===== src/number_identifier_lexer_macros.svh =====
// Assertion helpers for the lexer RTL.
`ifndef NUMBER_IDENTIFIER_LEXER_MACROS_SVH
`define NUMBER_IDENTIFIER_LEXER_MACROS_SVH

`ifndef NO_ASSERTIONS

// Same-cycle implication, disabled during reset.
`define NILEX_ASSERT_NOW(label, clk, rst, ante, cons) \
   label: assert property (@(posedge clk) disable iff (rst) (ante) |-> (cons)) \
      else $error("nilex: same-cycle check failed");

// Next-cycle implication, disabled during reset.
`define NILEX_ASSERT_NEXT(label, clk, rst, ante, cons) \
   label: assert property (@(posedge clk) disable iff (rst) (ante) |=> (cons)) \
      else $error("nilex: next-cycle check failed");

`else

`define NILEX_ASSERT_NOW(label, clk, rst, ante, cons)
`define NILEX_ASSERT_NEXT(label, clk, rst, ante, cons)

`endif

`endif


===== src/nilex_pkg.sv =====
package nilex_pkg;

   localparam logic [7:0] CHAR_HASH  = 8'h23;
   localparam logic [7:0] CHAR_PLUS  = 8'h2B;
   localparam logic [7:0] CHAR_MINUS = 8'h2D;
   localparam logic [7:0] CHAR_STAR  = 8'h2A;
   localparam logic [7:0] CHAR_SLASH = 8'h2F;
   localparam logic [7:0] CHAR_POINT = 8'h2E;
   localparam logic [7:0] CHAR_ZERO  = 8'h30;
   localparam logic [7:0] CHAR_ONE   = 8'h31;
   localparam logic [7:0] CHAR_NINE  = 8'h39;
   localparam logic [7:0] CHAR_LC_A  = 8'h61;
   localparam logic [7:0] CHAR_LC_Z  = 8'h7A;
   localparam logic [7:0] CHAR_UC_A  = 8'h41;
   localparam logic [7:0] CHAR_UC_Z  = 8'h5A;

   typedef enum logic [2:0] {
      SCAN_START = 3'd0,
      SCAN_IDENT = 3'd1,
      SCAN_INT   = 3'd2,
      SCAN_ZERO  = 3'd3,
      SCAN_POINT = 3'd4,
      SCAN_FRAC  = 3'd5,
      SCAN_ERROR = 3'd6
   } scan_state_type;

   typedef enum logic [2:0] {
      KIND_IDENT = 3'd0,
      KIND_INT   = 3'd1,
      KIND_FLOAT = 3'd2,
      KIND_OP    = 3'd3,
      KIND_ERR   = 3'd4,
      KIND_END   = 3'd5
   } token_kind_type;

   // Outcome of one character: new state and up to two tokens in order.
   typedef struct packed {
      scan_state_type next_state;
      logic [1:0]     count;
      token_kind_type kind0;
      token_kind_type kind1;
   } step_result_type;

   typedef struct packed {
      token_kind_type kind;
      logic           last;
   } rsp_entry_type;

endpackage


===== src/nilex_stream_if.sv =====
interface nilex_req_if;
   logic       valid;
   logic       ready;
   logic [7:0] char_byte;

   modport source (output valid, output char_byte, input ready);
   modport sink   (input valid, input char_byte, output ready);
endinterface

interface nilex_rsp_if;
   logic       valid;
   logic       ready;
   logic [2:0] token_kind;
   logic       last_of_run;

   modport source (output valid, output token_kind, output last_of_run, input ready);
   modport sink   (input valid, input token_kind, input last_of_run, output ready);
endinterface


===== src/number_identifier_lexer.sv =====
// channel   | dir | payload                  | transfer when
// ----------+-----+--------------------------+----------------------
// req_chan  | in  | char_byte[7:0]           | valid & ready
// rsp_chan  | out | token_kind[2:0], last    | valid & ready
//
// One character per cycle while req ready is high: a byte is registered,
// classified and stepped in the following cycle, and its zero to two
// tokens are pushed into a four-entry result queue. The queue drains one
// token per cycle while rsp ready is high. req ready needs room for the
// staged byte's tokens plus two more; rsp ready does not feed it.
// Synchronous reset returns the scanner to the start state and empties
// the stage and queue.
`include "number_identifier_lexer_macros.svh"

module number_identifier_lexer (
   input  logic               clock,
   input  logic               reset,
   nilex_req_if.sink          req_chan,
   nilex_rsp_if.source        rsp_chan
);

   logic                       stage_valid_ff;
   logic                       stage_valid_in;
   logic [7:0]                 stage_byte_ff;
   nilex_pkg::scan_state_type  scan_state_ff;
   nilex_pkg::scan_state_type  scan_state_in;
   nilex_pkg::step_result_type step;
   nilex_pkg::rsp_entry_type   queue_ff [4];
   logic [1:0]                 wr_ptr_ff;
   logic [1:0]                 wr_ptr_in;
   logic [1:0]                 rd_ptr_ff;
   logic [1:0]                 rd_ptr_in;
   logic [2:0]                 count_ff;
   logic [2:0]                 count_in;
   logic [1:0]                 push_n;
   logic                       pop;
   logic                       req_xfer;
   nilex_pkg::rsp_entry_type   entry0;
   nilex_pkg::rsp_entry_type   entry1;
   nilex_pkg::rsp_entry_type   head;

   nilex_step u_step (
      .state     (scan_state_ff),
      .char_byte (stage_byte_ff),
      .result    (step)
   );

   assign push_n   = stage_valid_ff ? step.count : 2'd0;
   assign pop      = rsp_chan.valid && rsp_chan.ready;
   assign req_chan.ready = (count_ff + {1'b0, push_n}) <= 3'd2;
   assign req_xfer = req_chan.valid && req_chan.ready;

   assign entry0.kind = step.kind0;
   assign entry0.last = (step.count == 2'd1);
   assign entry1.kind = step.kind1;
   assign entry1.last = 1'b1;

   assign head               = queue_ff[rd_ptr_ff];
   assign rsp_chan.valid       = (count_ff != 3'd0);
   assign rsp_chan.token_kind  = head.kind;
   assign rsp_chan.last_of_run = head.last;

   always_comb begin
      stage_valid_in = req_xfer;
      scan_state_in  = stage_valid_ff ? step.next_state : scan_state_ff;
      wr_ptr_in      = wr_ptr_ff + push_n;
      rd_ptr_in      = rd_ptr_ff + {1'b0, pop};
      count_in       = count_ff + {1'b0, push_n} - {2'b00, pop};
   end

   always_ff @(posedge clock) begin
      if (reset) begin
         stage_valid_ff <= 1'b0;
         scan_state_ff  <= nilex_pkg::SCAN_START;
         wr_ptr_ff      <= 2'd0;
         rd_ptr_ff      <= 2'd0;
         count_ff       <= 3'd0;
      end else begin
         stage_valid_ff <= stage_valid_in;
         scan_state_ff  <= scan_state_in;
         wr_ptr_ff      <= wr_ptr_in;
         rd_ptr_ff      <= rd_ptr_in;
         count_ff       <= count_in;
      end
   end

   always_ff @(posedge clock) begin
      if (req_xfer) begin
         stage_byte_ff <= req_chan.char_byte;
      end
      if (push_n != 2'd0) begin
         queue_ff[wr_ptr_ff] <= entry0;
      end
      if (push_n == 2'd2) begin
         queue_ff[wr_ptr_ff + 2'd1] <= entry1;
      end
   end

   `NILEX_ASSERT_NOW(a_queue_bound, clock, reset, 1'b1, count_ff <= 3'd4)
   `NILEX_ASSERT_NOW(a_pair_complete, clock, reset, rsp_chan.valid && !rsp_chan.last_of_run, count_ff >= 3'd2)
   `NILEX_ASSERT_NEXT(a_count_holds, clock, reset, !stage_valid_ff && !pop, count_ff == $past(count_ff))
   `NILEX_ASSERT_NEXT(a_ptr_track, clock, reset, req_xfer && count_ff == 3'd0 && !stage_valid_ff, rd_ptr_ff == wr_ptr_ff)

endmodule


===== src/nilex_step.sv =====
module nilex_step (
   input  nilex_pkg::scan_state_type  state,
   input  logic [7:0]                 char_byte,
   output nilex_pkg::step_result_type result
);

   logic                      is_letter;
   logic                      is_digit;
   logic                      is_nz_digit;
   logic                      is_op;
   nilex_pkg::scan_state_type fresh_state;
   logic                      fresh_emit;
   nilex_pkg::token_kind_type fresh_kind;

   assign is_letter = ((char_byte >= nilex_pkg::CHAR_LC_A) && (char_byte <= nilex_pkg::CHAR_LC_Z))
                   || ((char_byte >= nilex_pkg::CHAR_UC_A) && (char_byte <= nilex_pkg::CHAR_UC_Z));
   assign is_digit    = (char_byte >= nilex_pkg::CHAR_ZERO) && (char_byte <= nilex_pkg::CHAR_NINE);
   assign is_nz_digit = (char_byte >= nilex_pkg::CHAR_ONE) && (char_byte <= nilex_pkg::CHAR_NINE);
   assign is_op = (char_byte == nilex_pkg::CHAR_PLUS) || (char_byte == nilex_pkg::CHAR_MINUS)
               || (char_byte == nilex_pkg::CHAR_STAR) || (char_byte == nilex_pkg::CHAR_SLASH);

   // How the character would be taken from the start state.
   always_comb begin
      fresh_emit = 1'b0;
      fresh_kind = nilex_pkg::KIND_OP;
      if (is_letter) begin
         fresh_state = nilex_pkg::SCAN_IDENT;
      end else if (is_nz_digit) begin
         fresh_state = nilex_pkg::SCAN_INT;
      end else if (char_byte == nilex_pkg::CHAR_ZERO) begin
         fresh_state = nilex_pkg::SCAN_ZERO;
      end else if (is_op) begin
         fresh_state = nilex_pkg::SCAN_START;
         fresh_emit  = 1'b1;
      end else begin
         fresh_state = nilex_pkg::SCAN_ERROR;
         fresh_emit  = 1'b1;
         fresh_kind  = nilex_pkg::KIND_ERR;
      end
   end

   always_comb begin
      result.next_state = state;
      result.count      = 2'd0;
      result.kind0      = nilex_pkg::KIND_END;
      result.kind1      = nilex_pkg::KIND_END;
      if (char_byte == nilex_pkg::CHAR_HASH) begin
         // Flush the pending token, if any, then the end marker.
         result.next_state = nilex_pkg::SCAN_START;
         result.count      = 2'd2;
         unique case (state) inside
            nilex_pkg::SCAN_IDENT: result.kind0 = nilex_pkg::KIND_IDENT;
            nilex_pkg::SCAN_INT:   result.kind0 = nilex_pkg::KIND_INT;
            nilex_pkg::SCAN_FRAC:  result.kind0 = nilex_pkg::KIND_FLOAT;
            nilex_pkg::SCAN_ZERO,
            nilex_pkg::SCAN_POINT: result.kind0 = nilex_pkg::KIND_ERR;
            default:               result.count = 2'd1;
         endcase
      end else begin
         unique case (state)
            nilex_pkg::SCAN_START: begin
               result.next_state = fresh_state;
               result.count      = {1'b0, fresh_emit};
               result.kind0      = fresh_kind;
            end
            nilex_pkg::SCAN_IDENT: begin
               if (!(is_letter || is_digit)) begin
                  result.next_state = fresh_state;
                  result.count      = fresh_emit ? 2'd2 : 2'd1;
                  result.kind0      = nilex_pkg::KIND_IDENT;
                  result.kind1      = fresh_kind;
               end
            end
            nilex_pkg::SCAN_INT: begin
               if (char_byte == nilex_pkg::CHAR_POINT) begin
                  result.next_state = nilex_pkg::SCAN_POINT;
               end else if (!is_digit) begin
                  result.next_state = fresh_state;
                  result.count      = fresh_emit ? 2'd2 : 2'd1;
                  result.kind0      = nilex_pkg::KIND_INT;
                  result.kind1      = fresh_kind;
               end
            end
            nilex_pkg::SCAN_ZERO: begin
               if (char_byte == nilex_pkg::CHAR_POINT) begin
                  result.next_state = nilex_pkg::SCAN_POINT;
               end else begin
                  result.next_state = nilex_pkg::SCAN_ERROR;
                  result.count      = 2'd1;
                  result.kind0      = nilex_pkg::KIND_ERR;
               end
            end
            nilex_pkg::SCAN_POINT: begin
               if (is_digit) begin
                  result.next_state = nilex_pkg::SCAN_FRAC;
               end else begin
                  result.next_state = nilex_pkg::SCAN_ERROR;
                  result.count      = 2'd1;
                  result.kind0      = nilex_pkg::KIND_ERR;
               end
            end
            nilex_pkg::SCAN_FRAC: begin
               if (!is_digit) begin
                  result.next_state = fresh_state;
                  result.count      = fresh_emit ? 2'd2 : 2'd1;
                  result.kind0      = nilex_pkg::KIND_FLOAT;
                  result.kind1      = fresh_kind;
               end
            end
            default: begin
               // error state (and the unused code) swallows input
               result.next_state = nilex_pkg::SCAN_ERROR;
            end
         endcase
      end
   end

endmodule

===== src/flat_wrapper.sv =====
// flat-port wrapper written by rule: the top's interface ports become plain ports
module number_identifier_lexer_flat 
  (clock, reset, req_chan_valid, req_chan_char_byte, req_chan_ready, rsp_chan_valid, rsp_chan_token_kind, rsp_chan_last_of_run, rsp_chan_ready);
  nilex_req_if req_chan_i ();
  nilex_rsp_if rsp_chan_i ();
  input  logic clock;
  input  logic reset;
  input wire logic [$bits(req_chan_i.valid)-1:0] req_chan_valid;
  input wire logic [$bits(req_chan_i.char_byte)-1:0] req_chan_char_byte;
  output wire logic [$bits(req_chan_i.ready)-1:0] req_chan_ready;
  output wire logic [$bits(rsp_chan_i.valid)-1:0] rsp_chan_valid;
  output wire logic [$bits(rsp_chan_i.token_kind)-1:0] rsp_chan_token_kind;
  output wire logic [$bits(rsp_chan_i.last_of_run)-1:0] rsp_chan_last_of_run;
  input wire logic [$bits(rsp_chan_i.ready)-1:0] rsp_chan_ready;
  assign req_chan_i.valid = req_chan_valid;
  assign req_chan_i.char_byte = req_chan_char_byte;
  assign req_chan_ready = req_chan_i.ready;
  assign rsp_chan_valid = rsp_chan_i.valid;
  assign rsp_chan_token_kind = rsp_chan_i.token_kind;
  assign rsp_chan_last_of_run = rsp_chan_i.last_of_run;
  assign rsp_chan_i.ready = rsp_chan_ready;
  number_identifier_lexer u_core (.clock(clock), .reset(reset), .req_chan(req_chan_i), .rsp_chan(rsp_chan_i));
endmodule

===== config.mk =====
export PLATFORM = sky130hd
export DESIGN_NAME = number_identifier_lexer_flat
export DESIGN_NICKNAME = d
export VERILOG_FILES = /design/src/nilex_pkg.sv /design/src/nilex_stream_if.sv /design/src/number_identifier_lexer.sv /design/src/nilex_step.sv /design/src/flat_wrapper.sv
export VERILOG_INCLUDE_DIRS = /design/src /design/src/src
export SDC_FILE = /design/constraint.sdc
export NUM_CORES = 1
export LEC_CHECK = 0
export ABC_AREA = 1
export BUFFER_PORTS_ARGS = -buffer_cell sky130_fd_sc_hd__buf_2
export CORE_ASPECT_RATIO = 1.25
export CORE_MARGIN = 4
export CORE_UTILIZATION = 59
export DETAILED_ROUTE_END_ITERATION = 12
export GPL_ROUTABILITY_DRIVEN = 0
export HOLD_SLACK_MARGIN = 0.1
export PLACE_DENSITY = 0.88
export SLEW_MARGIN = 20
export SYNTH_ARGS = -nofsm -noshare
export SYNTH_HDL_FRONTEND = slang
export SYNTH_SLANG_ARGS = --single-unit

===== constraint.sdc =====
create_clock -name clock -period 3 [get_ports clock]
set_input_delay 0.45 -clock clock [delete_from_list [all_inputs] [get_ports clock]]
set_output_delay 0.45 -clock clock [all_outputs]
set_load 0.05 [all_outputs]

==> After elaboration in Yosys (flattened, before gate mapping) <==
Memories as Yosys holds them, arrays and structs flattened. A register that Yosys moved wholly into a read port is not among the register bits.
Cells that the tools add are included.
{ "op_classes": {"n_addsub": 5, "n_reduce_logical": 17, "n_lt_le_gt_ge": 8, "eq_ne": 17, "n_mux": 34} }
{ "op_table": {"columns": ["operator", "n"], "rows": [
  ["== test 8 x 6 -> 1 bit, second input constant", 7],
  ["two-way mux 11 bit", 3],
  ["two-way mux 3 bit", 10],
  ["one-hot mux 5 bit (6 select lines)", 1],
  ["one-hot mux 3 bit (6 select lines)", 1],
  [">= comparator 8 x 6 -> 1 bit, second input constant", 2],
  [">= comparator 8 x 7 -> 1 bit, second input constant", 2],
  ["less-or-equal comparator 8 x 7 -> 1 bit, second input constant", 2],
  ["two-way mux 8 bit", 2],
  ["two-way mux 2 bit", 6],
  ["one-hot mux 3 bit (4 select lines)", 1],
  ["one-hot mux 3 bit (3 select lines)", 1],
  ["less-or-equal comparator 8 x 6 -> 1 bit, second input constant", 1],
  ["two-way mux 4 bit", 2],
  ["two-way mux 1 bit", 7],
  ["== test 3 x 2 -> 1 bit, second input constant", 2],
  ["== test 3 bit, second input constant", 2],
  ["logical AND 1 bit", 6],
  ["!= test 3 bit, second input constant", 2],
  ["logical OR 1 bit", 5],
  ["OR reduction 5 bit", 1],
  ["!= test 4 x 3 -> 1 bit, second input constant", 1],
  ["AND reduction 4 bit", 1],
  ["adder 3 x 2 -> 3 bit", 1],
  ["12 further kinds", 12]
]} }
{ "word_totals": {"mem_count": 1, "in_bits": 12, "register_bits": 19, "out_inout_bits": 6, "mem_bits_rw": 16, "elab_cells": 88} }
{ "memory_table": {"columns": ["memory", "words", "word_bits", "rd", "rd_clocked_by_memory_dff", "wr", "line", "rtl"], "rows": [
  ["u_core.queue_ff", 4, 4, 1, 1, 2, "number_identifier_lexer.sv:28", "nilex_pkg::rsp_entry_type queue_ff [4];"]
]} }

==> Logic depth before layout (Yosys ltp) <==
{ "logic_depth": {"depth_word": 16, "ltp_mapped": 18, "mapped_depth_nobuf": 17} }

==> Cells and area by module <==
A second synthesis with hierarchy kept.
{ "hier_totals": {"cells_unflattened": 285, "hier_area_um2": 2148.3} }
{ "modules_own_cells": {"columns": ["module", "cells_each", "area_per_inst_um2", "n_inst", "seq_area_each_um2"], "rows": [
  ["number_identifier_lexer", 169, 1592.8, 1, 900.9],
  ["nilex_step", 116, 555.5, 1, 0.0]
]} }

==> Worst setup path after synthesis <==
Ideal clock, no wire load.
{ "synth_path": {"path_type": "flip-flop to flip-flop", "start": "reg u_core.stage_byte_ff[2]", "end": "reg u_core.stage_byte_ff[0], enable pin", "path_buffers": 0, "slack_ns": -0.460, "stages_incl_launch_ff": 17, "t_required_ns": 2.675, "t_arrival_ns": 3.135, "period_less_slack_ns": 3.460, "setup_time_ns": 0.325, "path_cell_list": "edfxtp_1 -> nor2_2 -> nand2_1 -> nand2_1 -> nand2_1 -> nand2_2 -> nand3_1 -> nand4_1 -> nand3_1 -> inv_1 -> ha_1 -> inv_1 -> fa_1 -> inv_1 -> a21oi_1 -> nand2_1 -> inv_1"} }
{ "synth_via": {"elab_chain_len": 13, "word_cells_on_any_way": 32, "classes_between": "add/sub: 1; order compare: 8; eq/ne: 3; mux: 13; reduce/logical: 7"} }
{ "synth_rtl": {"columns": ["element", "line", "rtl"], "rows": [
  ["start: declaration", "number_identifier_lexer.sv:24", "logic [7:0] stage_byte_ff;"],
  ["start signal: assignment", "number_identifier_lexer.sv:89", "stage_byte_ff <= req_chan.char_byte;"],
  [">= comparator 8 x 6 -> 1 bit (tied with other cells)", "nilex_step.sv:18", "assign is_nz_digit = (char_byte >= nilex_pkg::CHAR_ONE) && (char_byte <= nilex_pkg::CHAR_NINE);"],
  ["logical AND 1 bit (tied with other cells)", "nilex_step.sv:18", null],
  ["two-way mux 1 bit / logical OR 1 bit (equally long branches)", "nilex_step.sv:28, nilex_step.sv:16", null],
  ["two-way mux 1 bit", "nilex_step.sv:26", "if (is_letter) begin"],
  ["two-way mux 2 bit", "nilex_step.sv:69, nilex_step.sv:79, nilex_step.sv:105", null],
  ["two-way mux 11 bit", "nilex_step.sv:77", "end else if (!is_digit) begin"],
  ["two-way mux 8 bit", "nilex_step.sv:75", "if (char_byte == nilex_pkg::CHAR_POINT) begin"],
  ["one-hot mux 5 bit (6 select lines)", "nilex_step.sv:60", "unique case (state)"],
  ["two-way mux 8 bit (*)", "nilex_step.sv:47", "if (char_byte == nilex_pkg::CHAR_HASH) begin"],
  ["two-way mux 2 bit (*)", "number_identifier_lexer.sv:48", "assign push_n = stage_valid_ff ? step.count : 2'd0;"],
  ["adder 3 x 2 -> 3 bit (*)", "number_identifier_lexer.sv:50", "assign req_chan.ready = (count_ff + {1'b0, push_n}) <= 3'd2;"],
  ["less-or-equal comparator 3 x 2 -> 1 bit (*)", "number_identifier_lexer.sv:50", null],
  ["net req_chan_ready", "flat_wrapper.sv:10", "output wire logic [$bits(req_chan_i.ready)-1:0] req_chan_ready;"],
  ["logical AND 1 bit (*)", "number_identifier_lexer.sv:51", "assign req_xfer = req_chan.valid && req_chan.ready;"],
  ["net u_core.req_xfer", "number_identifier_lexer.sv:37", "logic req_xfer;"]
]} }
Mark *: on every way through the listed nets, which the timed path passes. The rest lies on a longest branch. The select of a mux whose other input is x is not followed.
A chain may end at the register's enable or synchronous reset.

==> Worst setup path after layout <==
{ "layout_path": {"start": "reg u_core.stage_byte_ff[1]", "end": "out req_chan_ready"} }
{ "layout_via": {"elab_chain_len": 12, "word_cells_on_any_way": 31, "classes_between": "add/sub: 1; order compare: 8; eq/ne: 3; mux: 13; reduce/logical: 6"} }
{ "layout_rtl": {"columns": ["element", "line"], "rows": [
  [">= comparator 8 x 6 -> 1 bit (tied with other cells)", "nilex_step.sv:18"],
  ["logical AND 1 bit (tied with other cells)", "nilex_step.sv:18"],
  ["two-way mux 1 bit / logical OR 1 bit (equally long branches)", "nilex_step.sv:28, nilex_step.sv:16"],
  ["two-way mux 1 bit", "nilex_step.sv:26"],
  ["two-way mux 2 bit", "nilex_step.sv:69, nilex_step.sv:79, nilex_step.sv:105"],
  ["two-way mux 11 bit", "nilex_step.sv:77"],
  ["two-way mux 8 bit", "nilex_step.sv:75"],
  ["one-hot mux 5 bit (6 select lines)", "nilex_step.sv:60"],
  ["two-way mux 8 bit (*)", "nilex_step.sv:47"],
  ["two-way mux 2 bit (*)", "number_identifier_lexer.sv:48"],
  ["adder 3 x 2 -> 3 bit (*)", "number_identifier_lexer.sv:50"],
  ["less-or-equal comparator 3 x 2 -> 1 bit (*)", "number_identifier_lexer.sv:50"],
  ["end: declaration", "flat_wrapper.sv:10"]
]} }
Every way passes the cells marked *; elsewhere a longest branch is shown, timed or not. The select of a mux whose other input is x is not followed.

==> summary.md <==
The number of synthesized flops with an enable pin came out at 20. The DRC violation total after the first TritonRoute iteration was 158. For the worst setup path, the data required time is 2550 ps. Static timing analysis puts the maximum clock frequency at 309 MHz. Clock tree synthesis selected as its root buffer the cell sky130_fd_sc_hd__clkbuf_8. The final worst-path cycle share is 108%. Dividing total power by cell area gives a power density of 860 nW/um^2. The placeable core region is 3310 um^2, and the largest stage delay on the critical path is 570 ps. The number of antenna repair diodes was 0; the number of nets with antenna violations after detailed routing was 0. The wire length per cell after detailed routing was 14.1 um; the die area was 4570 um^2. The share of synthesized registers carrying an async set or reset is 0%.

The worst path arrival time is 2790 ps, and the width of the chip is 61.3 um. Launch instance of the worst min-delay path: req_chan_char_byte[7]. The logs give 2 for the count of H-tree levels built during CTS and 0 for the number of max-slew violations in the final report. Overall routed net length: 4820 um.

The synthesized netlist occupies a cell area of 2090 um^2. STA classifies the critical path startpoint as a flop. The tools report the number of top-level design ports as 18. The tools report the startpoint of the worst register-to-register path as u_core.stage_byte_ff[1]$_DFFE_PP_. The worst pin sits at a relative slew slack of 72.7%. Entering global routing, the biggest net connects 13 pins. Net switching is 46.3% of the power.

The tool flagged a number of max-cap violations equal to 0. After detailed routing, the number of remaining DRC violations is 0. At the later pin of the worst-skew pair, clock insertion delay measures 290 ps.

The fraction of power consumed by the clock network came out at 15.1%. The highest fanout seen on the critical path came out at 5. For the combinational power share, the log shows 50.3%.

The run gives 1985 as the via total after detailed routing. The part of the power in registers was 34.6%. The class of the most critical hold timing path is in -> reg. Clock-pin transition on the worst setup and hold timing paths: 60 ps. Critical path's top delay family: adder cells. Traced cell by cell, the critical path runs through nand2_1 > nand2_1 > nand2_1 > nand2_2 > a21oi_2 > nand3_1 > nand4_1 > nand3_1 > inv_2 > ha_4 > inv_2 > fa_2 > inv_2 > a21oi_4 > buf_6. Hold violation total from the final report: 0. After synthesis, flip-flops and latches occupy 43.0% of the total area. Setup repair after global routing could not meet its margin everywhere. The tools report the total placed cells including tap cells as 325. For the utilization of the core after routing, the log shows 73.7%.

The floorplan has 23 rows. Summed over all layers, the global routing overflow is 0. The first-pass iteration count of the detailed router was 5.

Count of mapped cells out of synthesis: 272. The net count of the finished layout is 323. A synthesized cell averages 7.70 um^2. The tools report the leakage power of the design as 1.17 nW. For the starting utilization of the core area, the log shows 63.3%. In this run the worst setup path begins at u_core.stage_byte_ff[1]$_DFFE_PP_. The number of global-route vias before repair came out at 1814. In this run, post-CTS hold repair placed 0 buffers. The final setup violation count came out at 1.

For this design, the slowest cell found on the critical path is sky130_fd_sc_hd__fa_2. Global routing used 22.8% of the available tracks. The quantity of I/O buffers inserted on ports was 17. Clock tree synthesis inserted a total of 5 buffers.

The fraction of post-synthesis cell area in the top cell type by area came out at 28.7%. Counting along the longest clock path gives a buffer depth of 2. For this design, the sink count on the clock tree is 35. By instance count, the leading cell after synthesis is sky130_fd_sc_hd__nand2_1. The tools report the total nets after synthesis as 290. Dividing the detail-routed via count by the number of cells gives 5.80. The initial antenna violation count was 0. Ranked by total cell area, the synthesized netlist is headed by sky130_fd_sc_hd__edfxtp_1, sky130_fd_sc_hd__dfxtp_1, sky130_fd_sc_hd__nand2_1, sky130_fd_sc_hd__nor2_1, sky130_fd_sc_hd__inv_1.

STA classifies the critical path endpoint as an output port. Internal power comes to 1.13 mW. By count the netlist is led by sky130_fd_sc_hd__nand2_1, sky130_fd_sc_hd__nor2_1, sky130_fd_sc_hd__inv_1. After layout, the minimum clock period comes to 3240 ps.

The fraction of final layout cells sized beyond drive strength 1 was 25.9%. Detailed placement finished with a half-perimeter wire length of 3280 um. In this run the power spent charging and discharging nets is 0.972 mW.

Final hold analysis gives a worst-case slack of 341 ps. TritonCTS built the clock tree. For the maximum resistive drop on vdd, the log shows 0.659 mV.

The first global-routing pass estimated 7750 um of wire. For the pin with the worst max-slew slack, the measured transition is 405 ps. For the final routed database, the setup TNS stands at -238 ps. The run finished, with violations left. Relative to the synthesized area, the layout overhead comes to 16.5%.

The startpoint-to-endpoint class of the critical path was reg -> out. The setup slack after layout came out at -238 ps. Among all flip-flop cells after synthesis, the most frequent one is sky130_fd_sc_hd__edfxtp_1. The worst path buffer plus inverter count is 4, and the post-synthesis register bit count is 35. In this run, distinct cell masters in the synthesized netlist total 31. The post-route non-filler standard cell count was 342. From bottom edge to top edge, the die measures 74.6 um. The count of yosys warnings during synthesis came out at 0. The checks that failed: setup timing. The leading area contributor after synthesis is sky130_fd_sc_hd__edfxtp_1. The clock arrives with 8.90 ps of skew.
-- placed cells by master, fill, tap and decap left out, drive strengths merged, types with 2 or more instances in the layout --
cell,netlist,layout
nor2,41,41
buf,2,30
xnor2,3,3
o21ai,21,21
or2,2,2
nor3,2,2
clkinv,0,2
edfxtp,20,20
ha,5,5
o22ai,4,4
nand3,20,20
dfxtp,15,15
nand2,75,75
nand4,4,4
clkbuf,2,5
a31oi,2,2
xor2,2,2
inv,37,37
a21oi,9,9
o21a,2,2
-- layout make-up --
cell class	instances	area, um^2
Clock buffer	5	68.8
Inverter	37	139
Clock inverter	2	8.76
Fill cell	221	870
Timing Repair Buffer	30	189
Multi-Input combinational cell	196	1090
Sequential cell	35	901
Tap cell	37	46.3
-- cell families after synthesis --
group / count (synthesis) / synth area share, %
adder cells (fa/ha/maj): 6 / 3.94
AND/OR/NAND/NOR: 144 / 31.7
AO/OA/AOI/OAI: 41 / 10.8
XOR/XNOR: 5 / 2.09
flip-flops: 35 / 43.0
buffers and inverters: 41 / 8.48
-- path summary, 6_finish.rpt --
path	endpoint	slack, ps	cells past startpoint
setup / recovery	req_chan_ready	-240	15
hold / removal	u_core.stage_byte_ff[7]$_DFFE_PP_	340	1
setup reg to reg	u_core.stage_byte_ff[1]$_DFFE_PP_	140	16
hold reg to reg	u_core.queue_ff[3][0]$_SDFFE_PP1P_	460	2
-- layer usage --
metal  up-vias  track usage [%]  routed length [um]
li1        950                -                   -
met2       120             40.7                2550
met4         0             10.6                 136
met3        22             4.63                 323
met5         -                0                   0
met1       893             25.3                1810
-- what timing repair did --
action                     CTS  global route
setup endpoints to repair    1             9
resized for setup            9            12
buffers inserted             5             5
pin swaps                    4            14
-- per-stage QoR --
stage	power, mW	setup WS (ps)	area (um^2)
final	2.10	-238	2440
after global routing	2.22	-382	2440
after CTS	2.01	-104	2360
after detailed placement	1.66	78.3	2220
after global placement	1.63	121	2220
after floorplan	1.48	42.3	2110
-- state kept, by name, indices dropped and copies added (netlist names) --
signal	flops
u_core.count_ff	3
u_core.queue_ff	16
u_core.rd_ptr_ff	2
u_core.scan_state_ff	3
u_core.stage_byte_ff	8
u_core.stage_valid_ff	1
u_core.wr_ptr_ff	2
-- worst reg2reg max path, delay by kind of cell (launching register included) --
kind / cells / cell delay (ps)
adder cells (fa/ha/maj): 2 / 700
AO/OA/AOI/OAI: 2 / 290
AND/OR/NAND/NOR: 8 / 770
buffers and inverters: 4 / 310
flip-flops: 1 / 480
-- power by group through the flow --
stage / Clock, mW / Sequential [mW] / Combinational [mW]
after global routing: 0.335 / 0.742 / 1.15
after floorplan: 0 / 0.696 / 0.783
after global placement: 0 / 0.721 / 0.911
after detailed placement: 0 / 0.727 / 0.932
after CTS: 0.315 / 0.720 / 0.971
final: 0.316 / 0.725 / 1.06
Power figures use the tool's default switching activity.
